$ cat src/rtl/core/tfc_pkg.sv
`timescale 1ns / 1ps

package tfc_pkg;

  // sample width and comparison width (room for sign and a difference)
  localparam int SAMPLE_BITS   = 16;
  localparam int CMP_BITS      = ((SAMPLE_BITS > 16) ? SAMPLE_BITS : 16) + 2;
  localparam int CFG_ADDR_BITS = 3;
  localparam int CFG_DATA_BITS = 16;
  localparam int DUTY_BITS     = 9;

  // register indexes
  localparam logic [CFG_ADDR_BITS-1:0] REG_SETPOINT    = 3'd0;
  localparam logic [CFG_ADDR_BITS-1:0] REG_HYSTERESIS  = 3'd1;
  localparam logic [CFG_ADDR_BITS-1:0] REG_SLEW_LIMIT  = 3'd2;
  localparam logic [CFG_ADDR_BITS-1:0] REG_FAULT_LIMIT = 3'd3;
  localparam logic [CFG_ADDR_BITS-1:0] REG_VALID_HIGH  = 3'd4;
  localparam logic [CFG_ADDR_BITS-1:0] REG_VALID_LOW   = 3'd5;
  localparam logic [CFG_ADDR_BITS-1:0] REG_OFF_TICKS   = 3'd6;
  localparam logic [CFG_ADDR_BITS-1:0] REG_ON_TICKS    = 3'd7;

  // result status codes
  localparam logic [1:0] STS_ACCEPTED = 2'd0;
  localparam logic [1:0] STS_SLEW     = 2'd1;
  localparam logic [1:0] STS_WINDOW   = 2'd2;
  localparam logic [1:0] STS_FAULT    = 2'd3;

  typedef struct packed {
    logic signed [15:0] valid_high;
    logic signed [15:0] valid_low;
    logic [9:0]         slew_limit;
    logic [7:0]         fault_limit;
  } front_cfg_t;

  typedef struct packed {
    logic [9:0] setpoint;
    logic [7:0] hysteresis;
    logic [7:0] off_ticks;
    logic [7:0] on_ticks;
  } back_cfg_t;

  // classified word passed from front to back
  typedef struct packed {
    logic [1:0]                    status;
    logic signed [SAMPLE_BITS-1:0] sample;
  } word_t;

endpackage

$ cat src/rtl/core/tfc_front.sv
`timescale 1ns / 1ps

module tfc_front (
  input  logic                                   clk,
  input  logic                                   rst_n,
  input  tfc_pkg::front_cfg_t                    cfg,
  input  logic                                   in_valid,
  output logic                                   in_ready,
  input  logic signed [tfc_pkg::SAMPLE_BITS-1:0] in_sample,
  output logic                                   q_valid,
  input  logic                                   q_ready,
  output tfc_pkg::word_t                         q_word
);
  import tfc_pkg::*;

  logic signed [SAMPLE_BITS-1:0] last_valid_r, last_valid_nxt;
  logic [7:0]                    fault_count_r, fault_count_nxt;
  logic signed [CMP_BITS-1:0]    s_ext, last_ext, hi_ext, lo_ext, lim_ext, diff;
  logic [7:0]                    fault_inc;
  logic                          in_window, slew_ok, accept;

  assign in_ready = q_ready;
  assign q_valid  = in_valid;
  assign accept   = in_valid && q_ready;

  always_comb begin
    s_ext     = CMP_BITS'(in_sample);
    last_ext  = CMP_BITS'(last_valid_r);
    hi_ext    = CMP_BITS'(cfg.valid_high);
    lo_ext    = CMP_BITS'(cfg.valid_low);
    lim_ext   = CMP_BITS'(signed'({1'b0, cfg.slew_limit}));
    diff      = s_ext - last_ext;
    in_window = (s_ext < hi_ext) && (s_ext > lo_ext);
    slew_ok   = (diff < lim_ext) && (diff > -lim_ext);
    fault_inc = (fault_count_r == 8'hFF) ? fault_count_r : fault_count_r + 8'd1;

    last_valid_nxt  = last_valid_r;
    fault_count_nxt = fault_count_r;
    q_word.sample   = in_sample;
    if (in_window) begin
      last_valid_nxt = in_sample;
      if (slew_ok) begin
        fault_count_nxt = 8'd0;
        q_word.status   = STS_ACCEPTED;
      end else begin
        q_word.status   = STS_SLEW;
      end
    end else begin
      fault_count_nxt = fault_inc;
      q_word.status   = (fault_inc > cfg.fault_limit) ? STS_FAULT : STS_WINDOW;
    end
  end

  always_ff @(posedge clk) begin
    if (!rst_n) begin
      last_valid_r  <= '0;
      fault_count_r <= '0;
    end else if (accept) begin
      last_valid_r  <= last_valid_nxt;
      fault_count_r <= fault_count_nxt;
    end
  end

endmodule

$ cat src/rtl/core/tfc_queue.sv
`timescale 1ns / 1ps

module tfc_queue (
  input  logic           clk,
  input  logic           rst_n,
  input  logic           push_valid,
  output logic           push_ready,
  input  tfc_pkg::word_t push_word,
  output logic           pop_valid,
  input  logic           pop_ready,
  output tfc_pkg::word_t pop_word
);
  import tfc_pkg::*;

  word_t      entry_r [2];
  logic       wr_ptr_r, rd_ptr_r;
  logic [1:0] count_r, count_nxt;
  logic       push, pop;

  assign push_ready = (count_r != 2'd2);
  assign pop_valid  = (count_r != 2'd0);
  assign pop_word   = entry_r[rd_ptr_r];
  assign push       = push_valid && push_ready;
  assign pop        = pop_valid && pop_ready;

  always_comb begin
    count_nxt = count_r;
    if (push && !pop) count_nxt = count_r + 2'd1;
    else if (pop && !push) count_nxt = count_r - 2'd1;
  end

  always_ff @(posedge clk) begin
    if (push) entry_r[wr_ptr_r] <= push_word;
  end

  always_ff @(posedge clk) begin
    if (!rst_n) begin
      wr_ptr_r <= 1'b0;
      rd_ptr_r <= 1'b0;
      count_r  <= 2'd0;
    end else begin
      if (push) wr_ptr_r <= ~wr_ptr_r;
      if (pop) rd_ptr_r <= ~rd_ptr_r;
      count_r <= count_nxt;
    end
  end

endmodule

$ cat src/rtl/core/tfc_back.sv
`timescale 1ns / 1ps

module tfc_back (
  input  logic               clk,
  input  logic               rst_n,
  input  tfc_pkg::back_cfg_t cfg,
  input  logic               q_valid,
  output logic               q_ready,
  input  tfc_pkg::word_t     q_word,
  output logic               out_valid,
  input  logic               out_ready,
  output logic               out_heater_on,
  output logic               out_fan_on,
  output logic               out_reached,
  output logic [1:0]         out_status
);
  import tfc_pkg::*;

  logic                       out_valid_r;
  logic                       heater_r, heater_nxt;
  logic                       fan_r, fan_nxt;
  logic                       reached_r, reached_nxt;
  logic [DUTY_BITS-1:0]       duty_r, duty_nxt, duty_inc, duty_top;
  logic [1:0]                 status_r;
  logic signed [CMP_BITS-1:0] s_ext, sp_ext, hyst_ext;
  logic                       below, pop;

  assign q_ready       = !out_valid_r || out_ready;
  assign pop           = q_valid && q_ready;
  assign out_valid     = out_valid_r;
  assign out_heater_on = heater_r;
  assign out_fan_on    = fan_r;
  assign out_reached   = reached_r;
  assign out_status    = status_r;

  always_comb begin
    s_ext    = CMP_BITS'(q_word.sample);
    sp_ext   = CMP_BITS'(signed'({1'b0, cfg.setpoint}));
    hyst_ext = CMP_BITS'(signed'({1'b0, cfg.hysteresis}));
    below    = s_ext < sp_ext;
    duty_inc = duty_r + DUTY_BITS'(1);
    duty_top = DUTY_BITS'(cfg.off_ticks) + DUTY_BITS'(cfg.on_ticks);

    heater_nxt  = heater_r;
    fan_nxt     = fan_r;
    reached_nxt = reached_r;
    duty_nxt    = duty_r;
    case (q_word.status)
      STS_ACCEPTED: begin
        // hysteresis: clear on a drop, set at setpoint
        if ((sp_ext - s_ext) >= hyst_ext) reached_nxt = 1'b0;
        if (!below) reached_nxt = 1'b1;
        fan_nxt = below;
        if (!below) begin
          heater_nxt = 1'b0;
        end else if (!reached_nxt) begin
          heater_nxt = 1'b1;
        end else if (duty_inc < DUTY_BITS'(cfg.off_ticks)) begin
          heater_nxt = 1'b0;
          duty_nxt   = duty_inc;
        end else begin
          heater_nxt = 1'b1;
          duty_nxt   = (duty_inc > duty_top) ? '0 : duty_inc;
        end
      end
      STS_FAULT: heater_nxt = 1'b0;
      default: ;
    endcase
  end

  always_ff @(posedge clk) begin
    if (!rst_n) begin
      out_valid_r <= 1'b0;
      heater_r    <= 1'b0;
      fan_r       <= 1'b0;
      reached_r   <= 1'b0;
      duty_r      <= '0;
      status_r    <= STS_ACCEPTED;
    end else begin
      if (q_ready) out_valid_r <= q_valid;
      if (pop) begin
        heater_r  <= heater_nxt;
        fan_r     <= fan_nxt;
        reached_r <= reached_nxt;
        duty_r    <= duty_nxt;
        status_r  <= q_word.status;
      end
    end
  end

endmodule

$ cat src/rtl/core/thermostat_heater_fan_control.sv
`timescale 1ns / 1ps

// thermostat heater and fan control: one signed temperature sample (tenths of
// a degree) goes in per word and one status word comes out per sample. the
// front stage checks the sample against the valid window and the slew limit,
// tracks the last in-window sample and the saturating fault count, and tags
// the word with its status; a two-entry queue decouples it from the back
// stage, which runs the hysteresis flag, the duty counter and the latched
// heater and fan drives, and holds the result in an output register. the
// block takes one word per cycle and returns one result per cycle as long as
// the output side keeps up; a result is written into the queue entry and then
// into the output register after its sample is taken. configuration writes go
// through the cfg_ port, one register per cycle, and should only be made
// while no sample is in flight.
module thermostat_heater_fan_control (
  input  logic                                      clk,
  input  logic                                      rst_n,
  // configuration port
  input  logic                                      cfg_wr_en,
  input  logic [tfc_pkg::CFG_ADDR_BITS-1:0]         cfg_addr,
  input  logic [tfc_pkg::CFG_DATA_BITS-1:0]         cfg_wdata,
  // sample input
  input  logic                                      in_valid,
  output logic                                      in_ready,
  input  logic signed [tfc_pkg::SAMPLE_BITS-1:0]    in_sample,
  // result output
  output logic                                      out_valid,
  input  logic                                      out_ready,
  output logic                                      out_heater_on,
  output logic                                      out_fan_on,
  output logic                                      out_reached,
  output logic [1:0]                                out_status
);
  import tfc_pkg::*;

  // configuration registers with their reset values
  logic [9:0]         setpoint_r;
  logic [7:0]         hysteresis_r;
  logic [9:0]         slew_limit_r;
  logic [7:0]         fault_limit_r;
  logic signed [15:0] valid_high_r;
  logic signed [15:0] valid_low_r;
  logic [7:0]         off_ticks_r;
  logic [7:0]         on_ticks_r;

  front_cfg_t front_cfg;
  back_cfg_t  back_cfg;

  // front to queue, queue to back
  logic  f_valid, f_ready;
  word_t f_word;
  logic  b_valid, b_ready;
  word_t b_word;

  always_ff @(posedge clk) begin
    if (!rst_n) begin
      setpoint_r    <= 10'd380;
      hysteresis_r  <= 8'd3;
      slew_limit_r  <= 10'd20;
      fault_limit_r <= 8'd10;
      valid_high_r  <= 16'sd2000;
      valid_low_r   <= -16'sd200;
      off_ticks_r   <= 8'd50;
      on_ticks_r    <= 8'd40;
    end else if (cfg_wr_en) begin
      case (cfg_addr)
        REG_SETPOINT:    setpoint_r    <= cfg_wdata[9:0];
        REG_HYSTERESIS:  hysteresis_r  <= cfg_wdata[7:0];
        REG_SLEW_LIMIT:  slew_limit_r  <= cfg_wdata[9:0];
        REG_FAULT_LIMIT: fault_limit_r <= cfg_wdata[7:0];
        REG_VALID_HIGH:  valid_high_r  <= signed'(cfg_wdata);
        REG_VALID_LOW:   valid_low_r   <= signed'(cfg_wdata);
        REG_OFF_TICKS:   off_ticks_r   <= cfg_wdata[7:0];
        REG_ON_TICKS:    on_ticks_r    <= cfg_wdata[7:0];
        default: ;
      endcase
    end
  end

  always_comb begin
    front_cfg.valid_high  = valid_high_r;
    front_cfg.valid_low   = valid_low_r;
    front_cfg.slew_limit  = slew_limit_r;
    front_cfg.fault_limit = fault_limit_r;
    back_cfg.setpoint     = setpoint_r;
    back_cfg.hysteresis   = hysteresis_r;
    back_cfg.off_ticks    = off_ticks_r;
    back_cfg.on_ticks     = on_ticks_r;
  end

  // classify: window, slew, fault count
  tfc_front u_front (
    .clk       (clk),
    .rst_n     (rst_n),
    .cfg       (front_cfg),
    .in_valid  (in_valid),
    .in_ready  (in_ready),
    .in_sample (in_sample),
    .q_valid   (f_valid),
    .q_ready   (f_ready),
    .q_word    (f_word)
  );

  // two-entry decoupling queue
  tfc_queue u_queue (
    .clk        (clk),
    .rst_n      (rst_n),
    .push_valid (f_valid),
    .push_ready (f_ready),
    .push_word  (f_word),
    .pop_valid  (b_valid),
    .pop_ready  (b_ready),
    .pop_word   (b_word)
  );

  // control: hysteresis, duty cycle, latched drives
  tfc_back u_back (
    .clk           (clk),
    .rst_n         (rst_n),
    .cfg           (back_cfg),
    .q_valid       (b_valid),
    .q_ready       (b_ready),
    .q_word        (b_word),
    .out_valid     (out_valid),
    .out_ready     (out_ready),
    .out_heater_on (out_heater_on),
    .out_fan_on    (out_fan_on),
    .out_reached   (out_reached),
    .out_status    (out_status)
  );

endmodule
$ cat config.mk
export PLATFORM = sky130hd
export DESIGN_NAME = thermostat_heater_fan_control
export DESIGN_NICKNAME = d
export VERILOG_FILES = /design/src/rtl/core/tfc_pkg.sv /design/src/rtl/core/tfc_front.sv /design/src/rtl/core/tfc_queue.sv /design/src/rtl/core/tfc_back.sv /design/src/rtl/core/thermostat_heater_fan_control.sv
export SDC_FILE = /design/constraint.sdc
export NUM_CORES = 1
export LEC_CHECK = 0
export CORE_ASPECT_RATIO = 1.75
export CORE_MARGIN = 2
export CORE_UTILIZATION = 30
export CTS_CLUSTER_SIZE = 10
export DETAILED_ROUTE_END_ITERATION = 7
export DONT_BUFFER_PORTS = 1
export GPL_ROUTABILITY_DRIVEN = 1
export RECOVER_POWER = 25
export SYNTH_ARGS = -nofsm -noshare
export SYNTH_HDL_FRONTEND = slang
export SYNTH_SLANG_ARGS = --single-unit
export TNS_END_PERCENT = 5
$ cat constraint.sdc
create_clock -name clk -period 4.75 [get_ports clk]
set_input_delay 0.2375 -clock clk [delete_from_list [all_inputs] [get_ports clk]]
set_output_delay 0.2375 -clock clk [all_outputs]
set_load 0.05 [all_outputs]
Word level (Yosys, flattened, before mapping)
Memory sizes are Yosys's and may differ from the RTL's. A register that Yosys moved wholly into a read port is not among the register bits.
Cells that the tools add are included.
{"block": "word_totals", "regBits": 127, "output_inout_bits": 7, "wordCells": 99, "inputBits": 40, "ramBits": 36, "mem_count": 1}
{"block": "classes", "mux": 21, "n_reduce_logical": 28, "n_eq_ne": 11, "order_cmp": 9, "n_bitwise": 2, "add_sub_neg": 8}
{"memory": "u_queue.entry_r", "words": 2, "word_bits": 18, "read_ports": 1, "rd_ports_with_merged_regs": 1, "write_ports": 1, "line_no": "tfc_queue.sv:15", "source": "word_t entry_r [2];"}
{"cell": "8-bit two-way mux", "count": 3}
{"cell": "2-bit AND reduction", "count": 12}
{"cell": "18-bit by 9-bit >= comparator with 1-bit output", "count": 1}
{"cell": "18-bit greater-than comparator", "count": 1}
{"cell": "18-bit by 11-bit less-than comparator with 1-bit output", "count": 1}
{"cell": "9-bit two-way mux", "count": 2}
{"cell": "10-bit negator with 18-bit output", "count": 1}
{"cell": "11-bit by 16-bit subtractor with 17-bit output", "count": 1}
{"cell": "16-bit by 16-bit subtractor with 17-bit output", "count": 1}
{"cell": "16-bit greater-than comparator", "count": 1}
{"cell": "16-bit by 11-bit less-than comparator with 1-bit output", "count": 1}
{"cell": "16-bit less-than comparator", "count": 1}
{"cell": "3-bit == test, second input constant", "count": 4}
{"cell": "1-bit two-way mux", "count": 12}
{"cell": "8-bit by 8-bit adder with 9-bit output", "count": 1}
{"cell": "9-bit by 1-bit adder with 9-bit output, second input constant", "count": 1}
{"cell": "9-bit greater-than comparator", "count": 1}
{"cell": "9-bit by 8-bit less-than comparator with 1-bit output", "count": 1}
{"cell": "8-bit by 1-bit adder with 8-bit output, second input constant", "count": 1}
{"cell": "8-bit == test, second input constant", "count": 1}
{"cell": "8-bit greater-than comparator", "count": 1}
{"cell": "3-bit by 2-bit == test with 1-bit output, second input constant", "count": 2}
{"cell": "1-bit logical AND", "count": 6}
{"cell": "2-bit two-way mux", "count": 3}
{"cell": "13 further kinds", "count": 19}

Longest topological paths before layout
{"block": "logic_depth", "word_depth": 8, "depth_mapped": 20, "depth_no_buf": 19}

Hierarchy
Synthesis repeated with hierarchy kept, for this count alone.
{"block": "unflattened", "cells_unflattened": 1246, "hier_area_um2": 11352.1}
{"mod": "tfc_front", "seq_area_each_um2": 480.5, "instances": 1, "cells_per_inst": 523, "area_each_um2": 4006.3}
{"mod": "thermostat_heater_fan_control", "seq_area_each_um2": 1681.6, "instances": 1, "cells_per_inst": 319, "area_each_um2": 3313.2}
{"mod": "tfc_back", "seq_area_each_um2": 300.3, "instances": 1, "cells_per_inst": 324, "area_each_um2": 2493.6}
{"mod": "tfc_queue", "seq_area_each_um2": 1181.1, "instances": 1, "cells_per_inst": 80, "area_each_um2": 1539.0}

Least setup slack after synthesis
OpenSTA, ideal clock, no wires.
{"block": "synth_timing", "kind": "register to register", "startpoint": "register (tool-made name)", "endpoint": "register u_back.duty_r[0]", "path_buffers": 2, "period_less_slack_ps": 4464, "required_time_ps": 4633, "slack_ps": 286, "stages_incl_launch_ff": 20, "setup_ps": 117, "t_arrival_ps": 4347, "cell_sequence": "dfxtp_1 buf_2 buf_1 mux2_2 ha_1 fa_1 nor2b_1 o21ai_0 nand2b_1 xor2_1 ha_1 a21o_1 a21oi_1 nor2_1 a2111oi_0 nand4_1 a2111o_1 o21ai_4 a21oi_2 a22o_1"}
{"item": "end signal, assigned", "line_no": "tfc_back.sv:85", "source": "duty_r <= duty_nxt;"}
{"item": "end, declared", "line_no": "tfc_back.sv:23", "source": "logic [DUTY_BITS-1:0] duty_r, duty_nxt, duty_inc, duty_top;"}

Final worst setup path
{"block": "layout_timing", "startpoint": "register u_front.last_valid_r[0]", "endpoint": "register u_front.fault_count_r[0]"}
{"block": "layout_between", "elab_chain_cells": 5, "word_cells_on_any_way": 6, "cone_classes": "1 x add/sub; 2 x order compare; 1 x eq/ne; 2 x reduce/logical"}
{"item": "start, declared", "line_no": "tfc_front.sv:16", "source": "logic signed [SAMPLE_BITS-1:0] last_valid_r, last_valid_nxt;"}
{"item": "start signal, assigned", "line_no": "tfc_front.sv:59", "source": "last_valid_r <= last_valid_nxt;"}
{"item": "16-bit by 16-bit subtractor with 17-bit output (*)", "line_no": "tfc_front.sv:32", "source": "diff = s_ext - last_ext;"}
{"item": "18-bit by 11-bit less-than comparator with 1-bit output or 18-bit greater-than comparator (tied branches)", "line_no": "tfc_front.sv:34", "source": "slew_ok = (diff < lim_ext) && (diff > -lim_ext);"}
{"item": "1-bit logical AND (*)", "line_no": "tfc_front.sv:34"}
{"item": "2-bit != test (no line) (*)"}
{"item": "2-bit AND reduction (no line) (*)"}
{"item": "end signal, assigned", "line_no": "tfc_front.sv:60", "source": "fault_count_r <= fault_count_nxt;"}
{"item": "end, declared", "line_no": "tfc_front.sv:17", "source": "logic [7:0] fault_count_r, fault_count_nxt;"}
Every way passes the cells marked *; elsewhere a longest branch is shown, timed or not.
A chain may end at the register's enable or synchronous reset.

==> run_summary.xml <==
<?xml version="1.0" encoding="UTF-8"?>
<metrics>
  <group name="floorplanning">
    <metric name="initial_utilization" unit="%">30.4</metric>
    <metric name="area_inside_the_core_boundary" unit="um^2">34500</metric>
    <metric name="die_area" unit="um^2">36400</metric>
    <metric name="die_w" unit="um">145</metric>
    <metric name="boundaryPins" unit="">47</metric>
    <metric name="row_count" unit="">90</metric>
    <metric name="die_y" unit="um">251</metric>
  </group>
  <group name="yosys">
    <metric name="synth_fp_nets" unit="">1401</metric>
    <metric name="ys_top_cells_by_count" unit="">nand2_1 (201), ha_1 (131), dfxtp_1 (128)</metric>
    <metric name="dominant_cells_by_area_after_synthesis" unit="">dfxtp_1 (24%), ha_1 (16%), edfxtp_1 (10%)</metric>
    <metric name="synth.lib_cells_used.distinct" unit="">69</metric>
    <metric name="yosys_register_bits" unit="">164</metric>
    <metric name="postSynth.asyncResetShare" unit="%">0</metric>
    <metric name="synth_enable_flop_cells" unit="">36</metric>
    <metric name="synthesized_cell_area" unit="um^2">10500</metric>
    <metric name="syn_area_per_cell" unit="um^2">8.53</metric>
    <metric name="post-synth-top-count-cell" unit="">nand2_1</metric>
    <metric name="dominantRegCellSynth" unit="">dfxtp_1</metric>
    <metric name="number_of_synthesis_warnings" unit="">0</metric>
    <metric name="netlist_instances" unit="">1227</metric>
    <metric name="synth_top_area_share" unit="%">24.5</metric>
    <metric name="synth-seq-area-share" unit="%">34.8</metric>
    <metric name="synthDominantAreaCellType" unit="">dfxtp_1</metric>
  </group>
  <group name="timing">
    <metric name="setup_viol_count_final" unit="">0</metric>
    <metric name="worstMarginPinSlew" unit="ns">1.14</metric>
    <metric name="report.final.slew_viol_count" unit="">0</metric>
    <metric name="maxSlewHeadroom" unit="%">23.7</metric>
    <metric name="fin_setup_tns" unit="ns">0</metric>
    <metric name="setup_repair_after_global_routing_missed_its_margin" unit="">false</metric>
    <metric name="finalCritPeriodShare" unit="%">91.9</metric>
    <metric name="upper_clock_frequency_limit" unit="GHz">0.229</metric>
    <metric name="clock_skew" unit="ns">0.00923</metric>
    <metric name="min_period" unit="ns">4.36</metric>
    <metric name="finalWorstSetupSlack" unit="ns">0.387</metric>
    <metric name="final_hold_violation_count" unit="">0</metric>
  </group>
  <group name="drt">
    <metric name="antenna_left" unit="">0</metric>
    <metric name="route.detailed.drc" unit="">0</metric>
    <metric name="totalWireLength" unit="um">30200</metric>
    <metric name="first_pass_iters" unit="">5</metric>
    <metric name="route.detailed.vias_per_inst" unit="">5.09</metric>
    <metric name="dr_total_vias" unit="">8755</metric>
    <metric name="drt-initial-drc-count" unit="">455</metric>
    <metric name="average_wire_length_per_cell_after_detail_routing" unit="um">17.5</metric>
  </group>
  <group name="global_routing">
    <metric name="grt_overflow_total" unit="">0</metric>
    <metric name="maximum_number_of_pins_on_one_net_before_global_route_repair" unit="">48</metric>
    <metric name="first_global_vias" unit="">8992</metric>
    <metric name="grt_antenna_before_repair" unit="">3</metric>
    <metric name="global_route_wire_length_before_repair" unit="um">47600</metric>
    <metric name="grt_util_all_layers" unit="%">16.8</metric>
  </group>
  <group name="place">
    <metric name="place.port_buffers" unit="">0</metric>
    <metric name="placement.setup.worst_slack" unit="ns">0.203</metric>
    <metric name="hpwl" unit="um">22300</metric>
    <metric name="dpl.cell_count" unit="">1653</metric>
    <metric name="placer_congestion_estimate" unit="">0.872</metric>
    <metric name="placedInstanceArea" unit="um^2">10900</metric>
  </group>
  <group name="critical_path">
    <metric name="r2r_start" unit="">u_front.last_valid_r[0]</metric>
    <metric name="worst-r2r-cell-count" unit="">17</metric>
    <metric name="crit_path_max_fanout" unit="">8</metric>
    <metric name="worstSetupPathType" unit="">register to register</metric>
    <metric name="setup.worst_path.end_class" unit="">register</metric>
    <metric name="worst_setup_path_endpoint" unit="">u_front.fault_count_r[0]</metric>
    <metric name="capturing_point_of_the_worst_reg2reg_path" unit="">u_front.fault_count_r[0]</metric>
    <metric name="worst-r2r-setup-slack" unit="ns">0.39</metric>
    <metric name="critPathArrivalTime" unit="ns">4.69</metric>
    <metric name="critical_path_required" unit="ns">5.08</metric>
    <metric name="critical_path.startpoint_type" unit="">register</metric>
    <metric name="worstSetupStartpoint" unit="">u_front.last_valid_r[0]</metric>
  </group>
  <group name="job">
    <metric name="max_cap_violations" unit="">0</metric>
  </group>
  <group name="clock_network">
    <metric name="clk_latency" unit="ns">0.44</metric>
    <metric name="cts_buffer_depth" unit="">2</metric>
    <metric name="cts_root_buffer" unit="">clkbuf_16</metric>
    <metric name="cts_tree" unit="">yes</metric>
    <metric name="htreeDepth" unit="">4</metric>
    <metric name="cts_made_buffers" unit="">17</metric>
    <metric name="clock-sinks" unit="">164</metric>
    <metric name="cts.reportedPaths.clkPinSlew" unit="ns">0.07</metric>
  </group>
  <group name="finish">
    <metric name="nFillCells" unit="">3598</metric>
    <metric name="areaGrowthSynthToFinish" unit="%">13.2</metric>
    <metric name="final_cell_count_without_fillers" unit="">1721</metric>
    <metric name="postLayoutCoreUtil" unit="%">34.4</metric>
    <metric name="final_layout_size_suffix_gt1_share" unit="%">4.77</metric>
    <metric name="post-route-cell-area" unit="um^2">11800</metric>
    <metric name="finish.net_count" unit="">1420</metric>
  </group>
  <group name="min_path">
    <metric name="min-delay-path-class" unit="">input port to register</metric>
  </group>
  <group name="status">
    <metric name="run_status" unit="">finished clean</metric>
  </group>
  <group name="pwr">
    <metric name="p_per_area" unit="nW/um^2">353</metric>
    <metric name="ir_drop" unit="mV">0.282</metric>
    <metric name="p_leak" unit="nW">4.95</metric>
  </group>
</metrics>
-- worst max-delay path: stages, from the launching register on --
cell and delay, ns:
dfxtp_1 0.34, ha_1 0.19, inv_1 0.06, fa_1 0.39, a21oi_1 0.19, nor2_1 0.10
o21ai_1 0.28, nand2_1 0.18, o311a_1 0.41, ha_1 0.30, nand4_1 0.11, nor3_1 0.27
nor4b_1 0.25, o311ai_0 0.25, nor4_1 0.30, a211o_1 0.24, and2_2 0.27, o21ai_1 0.09
-- cell usage in the layout (no fill, tap or decap), types with 16 or more instances in the layout --
| master | instances |
|---|---|
| a21o_1 | 28 |
| a21oi_1 | 95 |
| clkbuf_16 | 18 |
| dfxtp_1 | 128 |
| dlygate4sd3_1 | 33 |
| edfxtp_1 | 36 |
| ha_1 | 131 |
| inv_1 | 102 |
| mux2i_1 | 37 |
| nand2_1 | 201 |
| nand2b_1 | 19 |
| nand3_1 | 40 |
| nand4_1 | 16 |
| nor2_1 | 93 |
| nor2b_1 | 19 |
| nor3_1 | 17 |
| o211ai_1 | 29 |
| o21ai_0 | 22 |
| xnor2_1 | 30 |
-- worst min-delay path by stage --
stage                 startpoint                    end  slack, ns  depth (start not counted)
finish                 out_ready       u_back.out_valid       0.07                          3
detailed placement         rst_n          on_ticks_r[3]       0.32                          1
floorplan           in_sample[0]  u_queue.entry_r[0][0]       0.34                          0
CTS                    out_ready       u_back.out_valid       0.05                          3
global route           out_ready       u_back.out_valid       0.07                          3
global placement           rst_n          on_ticks_r[3]       0.32                          1
-- stage by stage --
step / power, W / hold WS (ns)
after floorplan: 0.00256 / 0.336
after global placement: 0.00280 / 0.315
after detailed placement: 0.00282 / 0.319
after CTS: 0.00422 / 0.0467
after global routing: 0.00443 / 0.0700
final: 0.00419 / 0.0657
-- layer usage --
metal | GRT usage (%) | wire (um) | up-vias
met2 | 33.0 | 16500 | 174
li1 | - | - | 4346
met1 | 15.4 | 10600 | 4149
met5 | 0 | 0 | -
met4 | 11.8 | 2070 | 0
met3 | 2.85 | 989 | 86
-- where the power goes --
group | switching, W | leakage, nW | total, W | internal (W)
Combinational | 0.000685 | 3.31 | 0.00116 | 0.000478
Clock | 0.000615 | 0.271 | 0.00134 | 0.000722
Sequential | 0.000141 | 1.37 | 0.00169 | 0.00154
Total | 0.00144 | 4.95 | 0.00419 | 0.00274
-- registers in the layout, summed over array words and instances (netlist names), 2 cells and up, named ones only --
signal                 count
u_front.last_valid_r      16
fault_limit_r              8
valid_low_r               16
off_ticks_r                8
setpoint_r                10
u_back.out_status          2
valid_high_r              16
hysteresis_r               8
on_ticks_r                 8
slew_limit_r              10
u_queue.count_r            2
u_queue.entry_r           36
u_front.fault_count_r      8
u_back.duty_r              9
-- logic make-up (layout without fill, tap and decap cells) --
kind of cell | count (synthesis) | after routing | synth area share, %
other | 0 | 2 | 0
xor gates and xnor gates | 41 | 41 | 3.43
and+or+nand+nor | 439 | 439 | 19.0
DFF | 164 | 164 | 34.8
buffers and inverters | 143 | 175 | 5.39
muxes | 40 | 40 | 3.86
AOI/OAI and AO/OA | 266 | 266 | 17.3
adders and majority gates | 134 | 134 | 16.2
-- final cells by class --
type / count / area [um^2] / share of cell area (%)
diodes: 2 / 5.00 / 0.0423
clock buffers: 20 / 468 / 3.95
well taps: 460 / 576 / 4.86
multi-input cells: 920 / 6270 / 53.0
flip-flops and latches: 164 / 3640 / 30.8
repair buffers: 40 / 399 / 3.37
clock inverters: 12 / 93.8 / 0.792
inverters: 103 / 387 / 3.26
-- what timing repair did --
| action | in CTS | in global routing |
|---|---|---|
| endpoints found under the setup margin | 0 | 8 |
| hold endpoints to repair | 143 | 0 |
| buffers inserted | 0 | 0 |
| hold buffers | 34 | 0 |
| gates resized for setup | 0 | 3 |
Note: power is estimated with default switching activity, not from simulation.
